$ cat config.mk
export PLATFORM = sky130hd
export DESIGN_NAME = int_to_ascii_radix
export DESIGN_NICKNAME = d
export VERILOG_FILES = /design/src/hdl/itar_pkg.sv /design/src/hdl/itar_datapath.sv /design/src/hdl/itar_ctrl.sv /design/src/hdl/int_to_ascii_radix.sv
export SDC_FILE = /design/constraint.sdc
export NUM_CORES = 1
export LEC_CHECK = 0
export ABC_AREA = 1
export BUFFER_PORTS_ARGS = -buffer_cell sky130_fd_sc_hd__buf_2
export CAP_MARGIN = 20
export CORE_ASPECT_RATIO = 0.6
export CORE_MARGIN = 5
export CORE_UTILIZATION = 35
export CTS_CLUSTER_DIAMETER = 150
export CTS_CLUSTER_SIZE = 16
export DETAILED_ROUTE_END_ITERATION = 10
export PLACE_DENSITY = 0.54
export SYNTH_ARGS = -nofsm -noshare
export SYNTH_HDL_FRONTEND = slang
export SYNTH_SLANG_ARGS = --single-unit
$ cat constraint.sdc
create_clock -name i_clk -period 19.6 [get_ports i_clk]
set_input_delay 1.96 -clock i_clk [delete_from_list [all_inputs] [get_ports i_clk]]
set_output_delay 1.96 -clock i_clk [all_outputs]
set_load 0.05 [all_outputs]
$ cat src/hdl/itar_pkg.sv
// Package for int_to_ascii_radix: character codes, radix limits, controller/datapath
// command and status structs, and the digit-to-character function. No dependencies.
package itar_pkg;

    // Widths and defaults
    localparam int unsigned WORD_BITS_DEF = 32;
    localparam int unsigned RADIX_W       = 6;
    localparam int unsigned CHAR_W        = 7;
    localparam int unsigned DIV_STEP      = 8;   // quotient bits resolved per cycle

    // Radix limits
    localparam logic [RADIX_W-1:0] RADIX_MIN   = 6'd2;
    localparam logic [RADIX_W-1:0] RADIX_MAX   = 6'd36;
    localparam logic [RADIX_W-1:0] RADIX_RESET = 6'd10;
    localparam logic [RADIX_W-1:0] DEC_RADIX   = 6'd10;
    localparam logic [RADIX_W-1:0] MAX_DEC_DIGIT = 6'd9;

    // ASCII codes
    localparam logic [CHAR_W-1:0] CHAR_ZERO  = 7'h30;
    localparam logic [CHAR_W-1:0] CHAR_A     = 7'h61;
    localparam logic [CHAR_W-1:0] CHAR_MINUS = 7'h2d;

    // Controller to datapath commands
    typedef struct packed {
        logic load;        // capture the input word and sign
        logic div_step;    // resolve DIV_STEP quotient bits
        logic push;        // push finished digit, clear remainder
        logic emit_sign;   // put '-' on the output register
        logic emit_digit;  // put top digit on the output register, pop
    } t_dp_cmd;

    // Datapath to controller status
    typedef struct packed {
        logic neg;         // current number gets a leading '-'
        logic quot_zero;   // quotient left in the word register is zero
        logic last_digit;  // one digit left on the stack
    } t_dp_status;

    // Digit value to lower-case ASCII
    function automatic logic [CHAR_W-1:0] digit_char(input logic [RADIX_W-1:0] d);
        logic [CHAR_W-1:0] d_ext;
        d_ext = CHAR_W'(d);
        if (d > MAX_DEC_DIGIT) begin
            return CHAR_A + d_ext - CHAR_W'(DEC_RADIX);
        end
        return CHAR_ZERO + d_ext;
    endfunction

endpackage

$ cat src/hdl/itar_datapath.sv
// Datapath for int_to_ascii_radix: radix register, shift-subtract divider,
// digit stack and output register. Depends on itar_pkg.
module itar_datapath
    import itar_pkg::*;
#(
    parameter int unsigned WORD_BITS = WORD_BITS_DEF
) (
    input  logic                 i_clk,
    input  logic                 i_rst_n,
    input  logic                 i_cfg_valid,
    input  logic [RADIX_W-1:0]   i_cfg_data,
    input  logic [WORD_BITS-1:0] i_value,
    input  t_dp_cmd              i_cmd,
    output t_dp_status           o_status,
    output logic [CHAR_W-1:0]    o_char_code,
    output logic                 o_last_char
);

    localparam int unsigned STEPS    = (WORD_BITS + DIV_STEP - 1) / DIV_STEP;
    localparam int unsigned PAD_BITS = STEPS * DIV_STEP;
    localparam int unsigned CNT_W    = $clog2(WORD_BITS + 1);

    logic [RADIX_W-1:0]  r_radix;
    logic [RADIX_W-1:0]  n_radix;
    logic [PAD_BITS-1:0] r_word;
    logic [PAD_BITS-1:0] n_word;
    logic [RADIX_W-1:0]  r_rem;
    logic [RADIX_W-1:0]  n_rem;
    logic                r_neg;
    logic [CNT_W-1:0]    r_count;
    logic [RADIX_W-1:0]  r_stack [WORD_BITS];
    logic [CHAR_W-1:0]   r_char;
    logic                r_last;
    logic [WORD_BITS-1:0] in_word;
    logic [WORD_BITS-1:0] in_mag;
    logic                 in_neg;

    // Saturate the written radix into 2..36
    always_comb begin
        if (i_cfg_data < RADIX_MIN) begin
            n_radix = RADIX_MIN;
        end else if (i_cfg_data > RADIX_MAX) begin
            n_radix = RADIX_MAX;
        end else begin
            n_radix = i_cfg_data;
        end
    end

    // Sign only in base ten; magnitude of the most negative value wraps to 2^(N-1)
    assign in_word = i_value;
    assign in_neg  = (r_radix == DEC_RADIX) && in_word[WORD_BITS-1];
    assign in_mag  = in_neg ? (~in_word + 1'b1) : in_word;

    // Shift-subtract division, DIV_STEP quotient bits per cycle
    always_comb begin
        logic [RADIX_W:0] t;
        n_word = r_word;
        n_rem  = r_rem;
        for (int i = 0; i < DIV_STEP; i++) begin
            t      = {n_rem, n_word[PAD_BITS-1]};
            n_word = {n_word[PAD_BITS-2:0], 1'b0};
            if (t >= {1'b0, r_radix}) begin
                n_rem     = RADIX_W'(t - {1'b0, r_radix});
                n_word[0] = 1'b1;
            end else begin
                n_rem = t[RADIX_W-1:0];
            end
        end
    end

    // Control registers: radix, digit count
    always_ff @(posedge i_clk) begin
        if (!i_rst_n) begin
            r_radix <= RADIX_RESET;
            r_count <= '0;
        end else begin
            if (i_cfg_valid) begin
                r_radix <= n_radix;
            end
            if (i_cmd.load) begin
                r_count <= '0;
            end else if (i_cmd.push) begin
                r_count <= r_count + 1'b1;
            end else if (i_cmd.emit_digit) begin
                r_count <= r_count - 1'b1;
            end
        end
    end

    // Working word, remainder and sign
    always_ff @(posedge i_clk) begin
        if (i_cmd.load) begin
            r_word <= PAD_BITS'(in_mag);
            r_rem  <= '0;
            r_neg  <= in_neg;
        end else if (i_cmd.div_step) begin
            r_word <= n_word;
            r_rem  <= i_cmd.push ? '0 : n_rem;
        end
    end

    // Digit stack: push on digit done, pop on emit
    always_ff @(posedge i_clk) begin
        if (i_cmd.push) begin
            r_stack[0] <= n_rem;
            for (int i = 1; i < WORD_BITS; i++) begin
                r_stack[i] <= r_stack[i-1];
            end
        end else if (i_cmd.emit_digit) begin
            for (int i = 0; i < WORD_BITS - 1; i++) begin
                r_stack[i] <= r_stack[i+1];
            end
        end
    end

    // Output character register
    always_ff @(posedge i_clk) begin
        if (i_cmd.emit_sign) begin
            r_char <= CHAR_MINUS;
            r_last <= 1'b0;
        end else if (i_cmd.emit_digit) begin
            r_char <= digit_char(r_stack[0]);
            r_last <= o_status.last_digit;
        end
    end

    assign o_status.neg        = r_neg;
    assign o_status.quot_zero  = (r_word == '0);
    assign o_status.last_digit = (r_count == CNT_W'(1));
    assign o_char_code         = r_char;
    assign o_last_char         = r_last;

endmodule

$ cat src/hdl/itar_ctrl.sv
// Controller for int_to_ascii_radix: sequences load, divide, digit check and
// character emission. Depends on itar_pkg.
module itar_ctrl
    import itar_pkg::*;
#(
    parameter int unsigned WORD_BITS = WORD_BITS_DEF
) (
    input  logic       i_clk,
    input  logic       i_rst_n,
    input  logic       start,
    output logic       busy,
    input  t_dp_status i_status,
    output t_dp_cmd    o_cmd,
    output logic       o_char_valid
);

    localparam int unsigned STEPS = (WORD_BITS + DIV_STEP - 1) / DIV_STEP;
    localparam int unsigned STEP_W = (STEPS > 1) ? $clog2(STEPS) : 1;

    typedef enum logic [2:0] {
        S_IDLE,
        S_DIV,
        S_CHECK,
        S_SIGN,
        S_EMIT
    } t_state;

    t_state            r_state;
    t_state            n_state;
    logic [STEP_W-1:0] r_step;
    logic [STEP_W-1:0] n_step;
    logic              n_char_valid;
    logic              r_char_valid;
    logic              step_last;

    assign step_last = (r_step == STEP_W'(STEPS - 1));

    // Next state and datapath commands
    always_comb begin
        n_state      = r_state;
        n_step       = r_step;
        n_char_valid = 1'b0;
        o_cmd        = '0;
        unique case (r_state)
            S_IDLE: begin
                if (start) begin
                    o_cmd.load = 1'b1;
                    n_step     = '0;
                    n_state    = S_DIV;
                end
            end
            S_DIV: begin
                o_cmd.div_step = 1'b1;
                if (step_last) begin
                    o_cmd.push = 1'b1;
                    n_state    = S_CHECK;
                end else begin
                    n_step = r_step + 1'b1;
                end
            end
            S_CHECK: begin
                if (!i_status.quot_zero) begin
                    n_step  = '0;
                    n_state = S_DIV;
                end else if (i_status.neg) begin
                    n_state = S_SIGN;
                end else begin
                    n_state = S_EMIT;
                end
            end
            S_SIGN: begin
                o_cmd.emit_sign = 1'b1;
                n_char_valid    = 1'b1;
                n_state         = S_EMIT;
            end
            S_EMIT: begin
                o_cmd.emit_digit = 1'b1;
                n_char_valid     = 1'b1;
                if (i_status.last_digit) begin
                    n_state = S_IDLE;
                end
            end
            default: begin
                n_state = S_IDLE;
            end
        endcase
    end

    // State, step counter and output strobe
    always_ff @(posedge i_clk) begin
        if (!i_rst_n) begin
            r_state      <= S_IDLE;
            r_step       <= '0;
            r_char_valid <= 1'b0;
        end else begin
            r_state      <= n_state;
            r_step       <= n_step;
            r_char_valid <= n_char_valid;
        end
    end

    assign busy         = (r_state != S_IDLE);
    assign o_char_valid = r_char_valid;

endmodule

$ cat src/hdl/int_to_ascii_radix.sv
// Top level of int_to_ascii_radix: integer to ASCII text in a configurable radix.
// Depends on itar_pkg, itar_ctrl and itar_datapath.
//
// Usage:
//   Input: a word on i_value is taken at a rising edge with start high and busy low.
//   Output: one character per cycle on o_char_code, marked by o_char_valid for
//   exactly one cycle, most significant character first; o_last_char flags the
//   final character. A leading '-' appears only for negative values in base ten.
//   Config: i_cfg_data (radix) is written when i_cfg_valid is high; o_cfg_ready is
//   always high. Values below 2 or above 36 saturate. Write only while idle.
// Timing:
//   Each digit takes STEPS steps in the shift-subtract divider, which
//   resolves 8 quotient bits per cycle (STEPS = ceil(WORD_BITS/8), 4 at 32 bits),
//   and then a test of the quotient. Characters then leave one per cycle. One item
//   is in flight; the next word is taken in the last character's cycle.
// Reset: synchronous, active low; radix returns to 10, any number in progress is
//   dropped. The receiver cannot stall: every strobed character must be taken.
module int_to_ascii_radix
    import itar_pkg::*;
#(
    parameter int unsigned WORD_BITS = WORD_BITS_DEF
) (
    input  logic                        i_clk,
    input  logic                        i_rst_n,
    input  logic                        start,
    output logic                        busy,
    input  logic signed [WORD_BITS-1:0] i_value,
    input  logic                        i_cfg_valid,
    output logic                        o_cfg_ready,
    input  logic [RADIX_W-1:0]          i_cfg_data,
    output logic                        o_char_valid,
    output logic [CHAR_W-1:0]           o_char_code,
    output logic                        o_last_char
);

    t_dp_cmd    dp_cmd;
    t_dp_status dp_status;

    // Radix register accepts a word every cycle
    assign o_cfg_ready = 1'b1;

    itar_ctrl #(
        .WORD_BITS (WORD_BITS)
    ) u_ctrl (
        .i_clk        (i_clk),
        .i_rst_n      (i_rst_n),
        .start        (start),
        .busy         (busy),
        .i_status     (dp_status),
        .o_cmd        (dp_cmd),
        .o_char_valid (o_char_valid)
    );

    itar_datapath #(
        .WORD_BITS (WORD_BITS)
    ) u_dp (
        .i_clk       (i_clk),
        .i_rst_n     (i_rst_n),
        .i_cfg_valid (i_cfg_valid & o_cfg_ready),
        .i_cfg_data  (i_cfg_data),
        .i_value     (i_value),
        .i_cmd       (dp_cmd),
        .o_status    (dp_status),
        .o_char_code (o_char_code),
        .o_last_char (o_last_char)
    );

endmodule

# Word-level counts from Yosys, hierarchy flattened
# Memories as Yosys holds them, arrays and structs flattened.
# Index checks and enable logic that the tools add are counted.
# Widths: inputs -> output; s select.
# op_classes
n_lt_le_gt_ge	11
mux	82
bitwise	33
eq_ne	12
n_reduce_logical	11
addsub	15
# op_table
cell	n
$mux 6	44
$mux 32	3
$ge 7x6->1	8
$sub 6x6->6	8
$add 32x1->32 const B	1
$logic_not 32->1	1
$not 32->32	1
$or 1x1->1	31
$mux 1	22
$mux 3	5
$pmux 3 s5	1
$mux 7	2
$mux 2	4
$ne 2x2->1 const B	4
$add 6x6->7 const A	1
$add 7x6->7 const A	1
$sub 7x4->7 const B	1
$add 6x1->6 const B	1
$eq 3x2->1 const B	2
$eq 6x1->1 const B	1
$eq 6x4->1 const B	1
$gt 6x4->1 const B	1
$gt 6x6->1 const B	1
$lt 6x2->1 const B	1
15 further kinds	18
# word_totals
out_inout_bits	11
memories	1
wordCells	175
register_bits	65
ram_bits	192
# memory_table
name	depth	word_bits	rd	rd_clocked_by_memory_dff	wr	line	text
u_dp.r_stack	32	6	32	0	32	itar_datapath.sv:31	logic [RADIX_W-1:0] r_stack [WORD_BITS];

# Depth between registers and ports, before layout
# Gate-level depths: netlist of the first run.
# depth
depth_word	18
ltp_mapped	90

# Hierarchy
# From an unflattened synthesis of the first run, not the netlist that was laid out.
# hier_totals
cells_unflattened	1660
hier_area_um2	14410.1
# by_module_without_submodules
mod	area_per_inst_um2	cells_per_inst	n_inst
itar_datapath	13990.9	1599	1
itar_ctrl	407.9	59	1
int_to_ascii_radix	11.3	2	1

# Worst setup path after synthesis of the first run
# No wires, ideal clock.
# synth_timing
path_kind	reg2reg
startpoint	register u_dp.r_radix[1]
endpoint	memory u_dp.r_stack[0][1], data pin
required_time_ns	19.347
arrival_ns	12.431
stages_incl_launch_ff	83
setup_slack_ns	6.916
n_path_buf	3
cell_sequence	dfxtp_1 > inv_1 > ha_1 > nand2_2 > inv_2 > nand2_2 > nor2_4 > nor2_4 > nand2_4 > nand2_1 > o21a_1 > inv_1 > ha_1 > a21oi_1 > nand3_1 > a21oi_1 > nand2_1 > inv_2 > [... 47 more ...] > nor2_1 > a211oi_1 > o31ai_1 > a221oi_1 > nand3_4 > o21ai_1 > inv_1 > ha_1 > a21oi_1 > o21ai_0 > a21oi_1 > o21bai_1 > a221oi_1 > inv_1 > nor2_4 > nand3_1 > nand3_1 > nand2_1
# synth_lines
element	line	text
from (decl)	itar_datapath.sv:23	logic [RADIX_W-1:0] r_radix;
from (signal assigned)	itar_datapath.sv:78	r_radix <= n_radix;
to (decl)	itar_datapath.sv:31	

==> results by group, run 1 <==
Yosys
  – Synth Area in Adders: 6.229%
  – Number of synthesized flops with an enable pin: 225
  – Mapped cell area: 14,420 sq um
  – Register bit total from synthesis: 257
  – Synth cell types: 53
  – Dominant cell by count in the synthesized netlist: nand2_1
  – Largest family of logic cells by synthesized area: simple AND/OR/NAND/NOR gates
  – Largest area contributor in the netlist: edfxtp_1
  – Synth Instances: 1,623
  – Synth top area share: 46.85%
  – Post-synth net total: 1,732
  – Post-synth top cells: 487 x nand2_1, 225 x edfxtp_1, 206 x o21ai_0, 188 x inv_1, 59 x ha_1
  – Synth top area cells: edfxtp_1 47%, nand2_1 13%, o21ai_0 7.1%
  – Compound-gate portion of the synthesized area: 11.10%
  – Synth Area per Inst: 8.886 sq um
  – Synth Flop Type: edfxtp_1
  – XOR/XNOR share of the synthesized area: 3.704%
  – Seq/Total Area, Yosys: 51.29%
  – Count of yosys warnings during synthesis: 0
  – Mux share of post-synthesis cell area: 0%
  – Asr flop ratio synth: 0%
  – Post-synthesis simple-gate area fraction: 20.91%

Clock tree
  – Post-CTS Setup Bufs: 0
  – Post_cts resized: 0
  – Clock sink count: 257
  – Clock tree buffer depth: 3
  – CTS buffer count: 20
  – Cts hold-fix bufs: 0
  – H-tree depth: 1
  – CTS tree: done
  – Clk_lat worst skew: 0.53 ns
  – Root buffer cell: clkbuf_16
  – Clock Pin Slew Worst Setup and Hold Paths: 0.08 ns

Hold path
  – Hold crit path type: reg2reg

Route
  – Routed WL: 33,190 um
  – DRT Pass-1 Iters: 5
  – Detail Route Antenna Nets: 0
  – Vias: 10.75k
  – DR DRC count: 0
  – Initial DRC Count: 1,261
  – Vias per cell: 4.901
  – Average routed wire per standard cell: 15.14 um

Floorplan
  – Initial core utilization: 35.54%
  – Core area: 40,580 sq um
  – Cell Rows: 57
  – Io pins: 53
  – Die area: 45,500 sq um
  – Die Y: 167.2 um
  – Die width: 272.1 um

STA
  – Setup_tns: 0 ns
  – Setup violators final: 0
  – Relative slew slack: 30.75%
  – Period utilisation layout: 75.02%
  – Worst-Margin Slew: 1.039 ns
  – Hold Slack: 0.4620 ns
  – RSZ-0062 raised after global routing: no
  – Final Skew: 0.02049 ns
  – Minimum clock period: 14.70 ns
  – Fmax: 68.01 MHz
  – Endpoints failing hold: 0
  – Max-slew violations: 0

Critical path
  – Slowest stage delay, CP: 0.73 ns
  – Setup crit start kind: flip-flop
  – Critical Path AT: 14.99 ns
  – Critical Path RT: 19.89 ns
  – Crit-path max FO: 12
  – Element type at the critical path end: flip-flop
  – CP Class: reg2reg
  – Slowest CP cell: dfxtp_1

Global routing
  – Initial antenna violation count: 1
  – Vias in the first global route: 9,722
  – GR Overflow Total: 0
  – First-pass GRT wire length: 53,400 um
  – Largest net degree at the start of global routing: 115
  – Total GRT Usage: 14.29%

Placement
  – Hpwl dp: 23,250 um
  – PortBufs: 51
  – Gp weighted congestion: 0.9168

Finish
  – Area growth, synth to finish: 9.369%
  – Final Util: 38.87%
  – Fill cells: 4,051
  – Layout cell share with drive strength beyond 1: 8.845%
  – Ant diodes: 0
  – Layout Nets: 1,757

Status
  – Status: finished, final reports clean

Flow run
  – Max Cap Viol: 0
[worst max-delay path: cells and delay by family (launching register included)]
family / cells / cell delay (ns)
flops: 1 / 0.73
buf+inv: 12 / 1.37
compound gates: 31 / 6.72
fa+ha+maj: 8 / 2.68
simple gates: 27 / 2.98
[sequential cells by signal, summed over array words and instances (netlist names)]
register,cells
u_dp.r_rem,6
u_dp.r_neg,1
u_dp.o_char_code,7
u_dp.r_radix,6
u_ctrl.o_char_valid,1
u_dp.r_word,32
u_ctrl.r_step,2
u_dp.o_last_char,1
u_dp.r_count,6
u_dp.r_stack,192
u_ctrl.r_state,3
[cell type report]
| class | count | area, sq um | share of cell area [%] |
|---|---|---|---|
| Sequential cell | 257 | 7397 | 46.89 |
| Multi-Input combinational cell | 1115 | 6067 | 38.46 |
| Inverter | 194 | 737.0 | 4.672 |
| Tap cell | 531 | 664.4 | 4.212 |
| Clock buffer | 34 | 553.0 | 3.506 |
| Timing Repair Buffer | 60 | 322.8 | 2.046 |
| Clock inverter | 2 | 32.53 | 0.2062 |
[cells by family after synthesis]
group | after synthesis
AND/OR/NAND/NOR | 689
AO/OA/AOI/OAI | 297
other | 1
adder cells (fa/ha/maj) | 67
XOR/XNOR | 61
buffers and inverters | 251
flip-flops | 257
[layout by cell type, fill, tap and decap left out, types with 3 or more instances in the layout]
| master | netlist | final |
|---|---|---|
| nand2_1 | 487 | 486 |
| edfxtp_1 | 225 | 225 |
| o21ai_0 | 206 | 206 |
| inv_1 | 188 | 186 |
| ha_1 | 59 | 59 |
| nand3_1 | 57 | 57 |
| nor2_1 | 56 | 55 |
| buf_2 | 2 | 51 |
| a21oi_1 | 49 | 49 |
| xor2_1 | 41 | 41 |
| dfxtp_1 | 32 | 32 |
| xnor2_1 | 20 | 20 |
| clkbuf_16 | 0 | 20 |
| nand2_2 | 19 | 19 |
| clkbuf_1 | 48 | 14 |
| nor3_1 | 13 | 13 |
| nand2_4 | 8 | 9 |
| nand4_1 | 9 | 9 |
| nor4_1 | 9 | 9 |
| buf_4 | 1 | 9 |
| fa_1 | 8 | 8 |
| nand3b_1 | 6 | 6 |
| nand3_4 | 6 | 6 |
| nor2_2 | 6 | 6 |
| nor2_4 | 4 | 5 |
| inv_2 | 5 | 5 |
| o21a_1 | 5 | 5 |
| o21ai_1 | 5 | 5 |
| o21ai_2 | 4 | 4 |
| a31oi_1 | 4 | 4 |
| nand3_2 | 3 | 3 |
| o211ai_1 | 3 | 3 |
| o31ai_1 | 3 | 3 |
| or2_2 | 3 | 3 |
[per-layer routing]
layer,part of all wire [%],vias to the layer above,track usage [%]
met2,35,248,17.28
met4,1.3,0,2.048
met3,6.2,36,3.032
li1,-,5459,-
met5,0,-,0
met1,58,5004,25.21
[per-stage QoR]
step	area, sq um	setup WS [ns]	instances
floorplan	14420	6.916	1623
global placement	15190	5.583	2157
detailed placement	15190	5.044	2157
CTS	15770	5.038	2193
global route	15770	3.483	2193
finish	15770	4.896	2193
[final timing paths]
kind         slack (ns)  depth (start not counted)                 end             from
max                4.90                         78  u_dp.r_stack[0][3]  u_dp.r_radix[1]
max reg2reg        4.90                         78  u_dp.r_stack[0][3]  u_dp.r_radix[1]
min                0.46                          1     u_dp.r_count[5]  u_dp.r_count[5]
min reg2reg        0.46                          1     u_dp.r_count[5]  u_dp.r_count[5]
Power of run 1 is left out: the tool's default activity adds up to more than one toggle a clock period on the data nets, which glitch-free logic cannot reach.
==> inputs of run 2 (changes only) <==
--- a/config.mk
+++ b/config.mk
@@ -5,7 +5,7 @@
 export SDC_FILE = /design/constraint.sdc
 export NUM_CORES = 1
 export LEC_CHECK = 0
-export ABC_AREA = 1
+export ABC_AREA = 0
 export BUFFER_PORTS_ARGS = -buffer_cell sky130_fd_sc_hd__buf_2
 export CAP_MARGIN = 20
 export CORE_ASPECT_RATIO = 0.6
@@ -14,7 +14,7 @@
 export CTS_CLUSTER_DIAMETER = 150
 export CTS_CLUSTER_SIZE = 16
 export DETAILED_ROUTE_END_ITERATION = 10
-export PLACE_DENSITY = 0.54
+export PLACE_DENSITY = 0.56
 export SYNTH_ARGS = -nofsm -noshare
 export SYNTH_HDL_FRONTEND = slang
 export SYNTH_SLANG_ARGS = --single-unit
==> constraint.sdc (replaced) <==
create_clock -name i_clk -period 12.6 [get_ports i_clk]
set_input_delay 1.26 -clock i_clk [delete_from_list [all_inputs] [get_ports i_clk]]
set_output_delay 1.26 -clock i_clk [all_outputs]
set_load 0.05 [all_outputs]
==> results by group, run 2 <==
Yosys
  – Post-synthesis simple-gate area fraction: 17.43%
  – Synth Area in Adders: 6.162%
  – Synth Flop Type: edfxtp_1
  – Seq/Total Area, Yosys: 50.73%
  – Post-synth net total: 1,531
  – Number of synthesized flops with an enable pin: 225
  – Largest area contributor in the netlist: edfxtp_1
  – Largest family of logic cells by synthesized area: simple AND/OR/NAND/NOR gates
  – Synth top area cells: edfxtp_1 46%, nand2_1 9.8%, mux2_2 6.6%
  – Synth Area per Inst: 10.25 sq um
  – Register bit total from synthesis: 257
  – Synth Instances: 1,422
  – Dominant cell by count in the synthesized netlist: nand2_1
  – Synth cell types: 81
  – Asr flop ratio synth: 0%
  – Post-synth top cells: 379 x nand2_1, 225 x edfxtp_1, 86 x mux2_2, 69 x o21ai_0, 63 x inv_1
  – Compound-gate portion of the synthesized area: 10.30%
  – Count of yosys warnings during synthesis: 0
  – XOR/XNOR share of the synthesized area: 3.845%
  – Mapped cell area: 14,580 sq um
  – Mux share of post-synthesis cell area: 8.221%
  – Synth top area share: 46.34%

Route
  – Routed WL: 37,550 um
  – DRT Pass-1 Iters: 5
  – Vias: 11.38k
  – Initial DRC Count: 1,017
  – Vias per cell: 5.039
  – DR DRC count: 0
  – Detail Route Antenna Nets: 0
  – Average routed wire per standard cell: 16.63 um

Finish
  – Ant diodes: 0
  – Non-Filler Instances: 2,258
  – Reg with most FFs: u_dp.r_stack
  – Post-route cell area: 18,620 sq um
  – Max reg flops: 192
  – Most frequent cells in the layout: 376 x nand2_1, 232 x buf_4, 225 x edfxtp_1
  – Layout cell share with drive strength beyond 1: 31.27%
  – Area growth, synth to finish: 27.69%
  – Fill cells: 3,854
  – Commonest non-fill, non-tap cell in the layout: nand2_1
  – Layout Nets: 1,793

Floorplan
  – Die Y: 168.1 um
  – Initial core utilization: 35.74%
  – Cell Rows: 57
  – Die width: 273.5 um
  – Core area: 40,790 sq um
  – Io pins: 53
  – Die area: 45,970 sq um

Clock tree
  – H-tree depth: 1
  – Clock tree buffer depth: 3
  – CTS buffer count: 20
  – Cts hold-fix bufs: 0
  – Clock sink count: 257
  – Clock Pin Slew Worst Setup and Hold Paths: 0.09 ns
  – CTS tree: done
  – Root buffer cell: clkbuf_16
  – Clk_lat worst skew: 0.52 ns

STA
  – Max-slew violations: 0
  – Endpoints failing hold: 0
  – RSZ-0062 raised after global routing: yes
  – Setup violators final: 13
  – Fmax: 73.96 MHz
  – Period utilisation layout: 107.3%
  – Minimum clock period: 13.52 ns
  – Worst-Margin Slew: 0.9199 ns
  – Relative slew slack: 38.34%
  – Final Skew: 0.02484 ns
  – Final worst slack: -0.9211 ns

Global routing
  – First-pass GRT wire length: 58,730 um
  – GR Overflow Total: 0
  – Total GRT Usage: 15.62%
  – Initial antenna violation count: 2
  – Largest net degree at the start of global routing: 91
  – Vias in the first global route: 10.78k

Critical path
  – CP startpoint: u_dp.r_word[31]
  – Critical Path RT: 13.02 ns
  – Worst R2R Path Depth: 71
  – Slowest CP cell: or4_4
  – Element type at the critical path end: flip-flop
  – Setup crit start kind: flip-flop
  – Top cell by count, worst path: a21o_1
  – Reg2reg start: u_dp.r_word[31]
  – R2r setup slk: -0.92 ns
  – CP Class: reg2reg
  – Crit-path max FO: 7
  – Crit Reg-Reg Endpoint: u_dp.r_rem[5]
  – CP endpoint: u_dp.r_rem[5]
  – Slowest stage delay, CP: 0.50 ns
  – Critical Path AT: 13.94 ns

Flow run
  – Max Cap Viol: 0

Placement
  – Gp weighted congestion: 0.9158
  – Hpwl dp: 25,860 um
  – PortBufs: 51
  – Placed insts: 2,161
  – Placed inst area: 16,930 sq um

Hold path
  – Hold crit path type: reg2reg
  – Hold Path Depth: 0
  – Hold Startpoint: u_dp.r_stack[0][181]

Status
  – Failing checks: setup timing
  – Status: complete, but fails checks
run 2: changes by cell type in the layout (fill, tap and decap cells not counted), moves of 43 or more:
cell	change
inv_1	-131
o21ai_0	-150
buf_4	+223
mux2_2	+83
nand2_1	-110
nand3_1	-43
run 2: layer usage:
metal | global-route usage (%) | vias up | share of wire, %
li1 | - | 5578 | -
met3 | 3.442 | 38 | 7.8
met1 | 25.44 | 5455 | 52
met4 | 2.761 | 2 | 1.3
met5 | 0 | - | 0.035
met2 | 21.08 | 305 | 39
run 2: through the flow:
stage | hold slack (ns) | worst slack (ns) | utilization [%] | setup TNS [ns]
3_5_place_dp | 0.4421 | -1.128 | 41.50 | -13.80
4_1_cts | 0.4656 | -0.6849 | 44.41 | -8.119
6_report | 0.4605 | -0.9211 | 45.64 | -10.88
3_3_place_gp | 0.4378 | -0.8113 | 41.50 | -9.700
2_1_floorplan | 0.4222 | -1.320 | - | -15.36
5_1_grt | 0.4806 | -1.461 | 45.64 | -17.88
run 2: worst max-delay path: cells and delay by family, from the launching register on:
kind | cells | cell delay [ns]
compound gates | 32 | 5.92
mux | 6 | 1.40
flops | 1 | 0.46
buf+inv | 7 | 0.73
simple gates | 18 | 3.00
fa+ha+maj | 8 | 1.90
run 2: cells by family (layout without fill, tap and decap cells):
logic type                 after synthesis  in the layout
xor gates and xnor gates                64             64
adders and majority gates               67             67
and+or+nand+nor                        580            580
muxes                                  106            106
AOI/OAI and AO/OA                      227            227
DFF                                    257            257
buffers and inverters                  120            396
other                                    1              1
run 2: worst min path at each step:
| stage | endpoint | slack, ns |
|---|---|---|
| 4_1_cts | u_dp.r_stack[0][187] | 0.47 |
| 2_1_floorplan | u_dp.r_stack[0][186] | 0.42 |
| 5_1_grt | u_dp.r_stack[0][189] | 0.48 |
| 3_5_place_dp | u_dp.r_stack[0][187] | 0.44 |
| 3_3_place_gp | u_dp.r_stack[0][187] | 0.44 |
| 6_report | u_dp.r_stack[0][187] | 0.46 |
run 2: what timing repair did:
action | in CTS | in global routing
pin swaps | 34 | 38
endpoints found under the setup margin | 13 | 13
gates cloned | 1 | 0
buffers inserted | 45 | 15
resized for setup | 47 | 56
run 2: layout make-up:
| class | instances | area (sq um) | share of cell area [%] |
|---|---|---|---|
| Inverter | 64 | 246.5 | 1.324 |
| Timing Repair Buffer | 296 | 2170 | 11.65 |
| Sequential cell | 257 | 7402 | 39.76 |
| Clock inverter | 1 | 16.27 | 0.08737 |
| Multi-Input combinational cell | 1045 | 7505 | 40.31 |
| Tap cell | 560 | 700.7 | 3.763 |
| Clock buffer | 35 | 578.1 | 3.105 |
Power of run 2 is left out for the same reason.
==> inputs of run 3 (changes only) <==
--- a/config.mk
+++ b/config.mk
@@ -15,6 +15,7 @@
 export CTS_CLUSTER_SIZE = 16
 export DETAILED_ROUTE_END_ITERATION = 10
 export PLACE_DENSITY = 0.56
+export RECOVER_POWER = 100
 export SYNTH_ARGS = -nofsm -noshare
 export SYNTH_HDL_FRONTEND = slang
 export SYNTH_SLANG_ARGS = --single-unit
==> results by group, run 3 (synthesized netlist as in run 2, its figures left out) <==
Finish
  – Area growth, synth to finish: 27.07%
  – Storage cell area: 7402 sq um
  – Fill cells: 3,870
  – Reg with most FFs: u_dp.r_stack
  – Layout Nets: 1,793
  – Multi-input gate area: 7500 sq um
  – Max reg flops: 192
  – Layout cell share with drive strength beyond 1: 29.92%
  – Commonest non-fill, non-tap cell in the layout: nand2_1
  – Ant diodes: 0
  – Most frequent cells in the layout: 376 x nand2_1, 226 x buf_4, 225 x edfxtp_1

Clock tree
  – CTS buffer count: 20
  – Clock sink count: 257
  – Cts hold-fix bufs: 0
  – Clk_lat worst skew: 0.52 ns
  – Clock tree buffer depth: 3
  – Clock Pin Slew Worst Setup and Hold Paths: 0.09 ns
  – H-tree depth: 1
  – Root buffer cell: clkbuf_16
  – CTS tree: done

Critical path
  – Critical Path AT: 13.95 ns
  – Critical path depth in cells: 71
  – CP Class: reg2reg
  – CP startpoint: u_dp.r_word[31]
  – Crit-path max FO: 7
  – Slowest stage delay, CP: 0.50 ns
  – Element type at the critical path end: flip-flop
  – Buf/Inv on CP: 7
  – Worst R2R Path Depth: 71
  – Crit-path leading delay family: compound AO/OA/AOI/OAI gates
  – Slowest CP cell: or4_4
  – Setup crit start kind: flip-flop
  – R2r setup slk: -0.93 ns
  – CP endpoint: u_dp.r_rem[5]
  – Crit Reg-Reg Endpoint: u_dp.r_rem[5]
  – Critical Path RT: 13.02 ns
  – Reg2reg start: u_dp.r_word[31]

Placement
  – Dpl ws: -1.128 ns
  – PortBufs: 51
  – Gp weighted congestion: 0.9158
  – Hpwl dp: 25,860 um

Global routing
  – Initial antenna violation count: 2
  – First-pass GRT wire length: 58,730 um
  – Vias in the first global route: 10.78k
  – Total GRT Usage: 15.62%
  – Largest net degree at the start of global routing: 91
  – GR Overflow Total: 0

Route
  – Routed WL: 37,610 um
  – Detail Route Antenna Nets: 0
  – Initial DRC Count: 1,020
  – Average routed wire per standard cell: 16.66 um
  – Vias per cell: 5.062
  – Vias: 11.43k
  – DRT Pass-1 Iters: 5
  – DR DRC count: 0

STA
  – Final Skew: 0.02523 ns
  – Max-slew violations: 438
  – Relative slew slack: -158.7%
  – Final worst slack: -0.9280 ns
  – Period utilisation layout: 107.4%
  – Endpoints failing hold: 0
  – Minimum clock period: 13.53 ns
  – Worst-Margin Slew: 3.881 ns
  – Setup violators final: 13
  – RSZ-0062 raised after global routing: yes
  – Fmax: 73.92 MHz

Floorplan
  – Die area: 45,970 sq um
  – Die Y: 168.1 um
  – Die width: 273.5 um
  – Io pins: 53
  – Cell Rows: 57
  – Initial core utilization: 35.74%
  – Core area: 40,790 sq um

Hold path
  – Hold Path Depth: 0
  – Hold crit path type: reg2reg

Flow run
  – Max Cap Viol: 8

Status
  – Status: complete, but fails checks
  – Failing checks: capacitance limit, slew limit, setup timing
==> run 3: changes by cell type in the layout (fill, tap and decap cells not counted) <==
cell	change
and2_0	+2
and2_1	-1
and2_4	-1
buf_16	-2
buf_2	-13
buf_4	-6
clkbuf_1	+21
or2_0	+1
or2_4	-1
==> run 3: cell type report <==
| type | count | area share [%] |
|---|---|---|
| clock buffer | 35 | 3.120 |
| sequential | 257 | 39.95 |
| inverter | 64 | 1.330 |
| multi-input combinational | 1045 | 40.48 |
| clock inverter | 1 | 0.08780 |
| timing repair buffer | 296 | 11.24 |
| tap | 560 | 3.782 |
==> run 3: timing repair <==
action	CTS	global route
setup endpoints to repair	13	13
setup buffers	45	15
pin swaps	34	38
cloned	1	0
resized for setup	47	56
==> run 3: layer usage <==
layer / share of wire, % / global-route usage, % / vias up
met4: 1.4 / 2.761 / 2
met5: 0.035 / 0 / -
met2: 39 / 21.08 / 331
li1: - / - / 5578
met1: 52 / 25.44 / 5475
met3: 7.8 / 3.442 / 44
==> run 3: how the worst min path moves through the flow <==
stage	slack, ns	from	endpoint
2_1_floorplan	0.42	u_dp.r_stack[0][180]	u_dp.r_stack[0][186]
3_3_place_gp	0.44	u_dp.r_stack[0][181]	u_dp.r_stack[0][187]
3_5_place_dp	0.44	u_dp.r_stack[0][181]	u_dp.r_stack[0][187]
4_1_cts	0.47	u_dp.r_stack[0][181]	u_dp.r_stack[0][187]
5_1_grt	0.48	u_dp.r_stack[0][183]	u_dp.r_stack[0][189]
6_report	0.46	u_dp.r_stack[0][181]	u_dp.r_stack[0][187]
==> run 3: through the flow <==
| step | util [%] | cell area [sq um] | setup TNS (ns) | hold slack [ns] | instances |
|---|---|---|---|---|---|
| 2_1_floorplan | - | 14840 | -15.36 | 0.4222 | 1422 |
| 3_3_place_gp | 41.50 | 16930 | -9.700 | 0.4378 | 2161 |
| 3_5_place_dp | 41.50 | 16930 | -13.80 | 0.4421 | 2161 |
| 4_1_cts | 44.41 | 18120 | -8.119 | 0.4656 | 2243 |
| 5_1_grt | 45.41 | 18530 | -17.89 | 0.4806 | 2258 |
| 6_report | 45.41 | 18530 | -10.96 | 0.4596 | 2258 |
Power of run 3 is left out for the same reason.
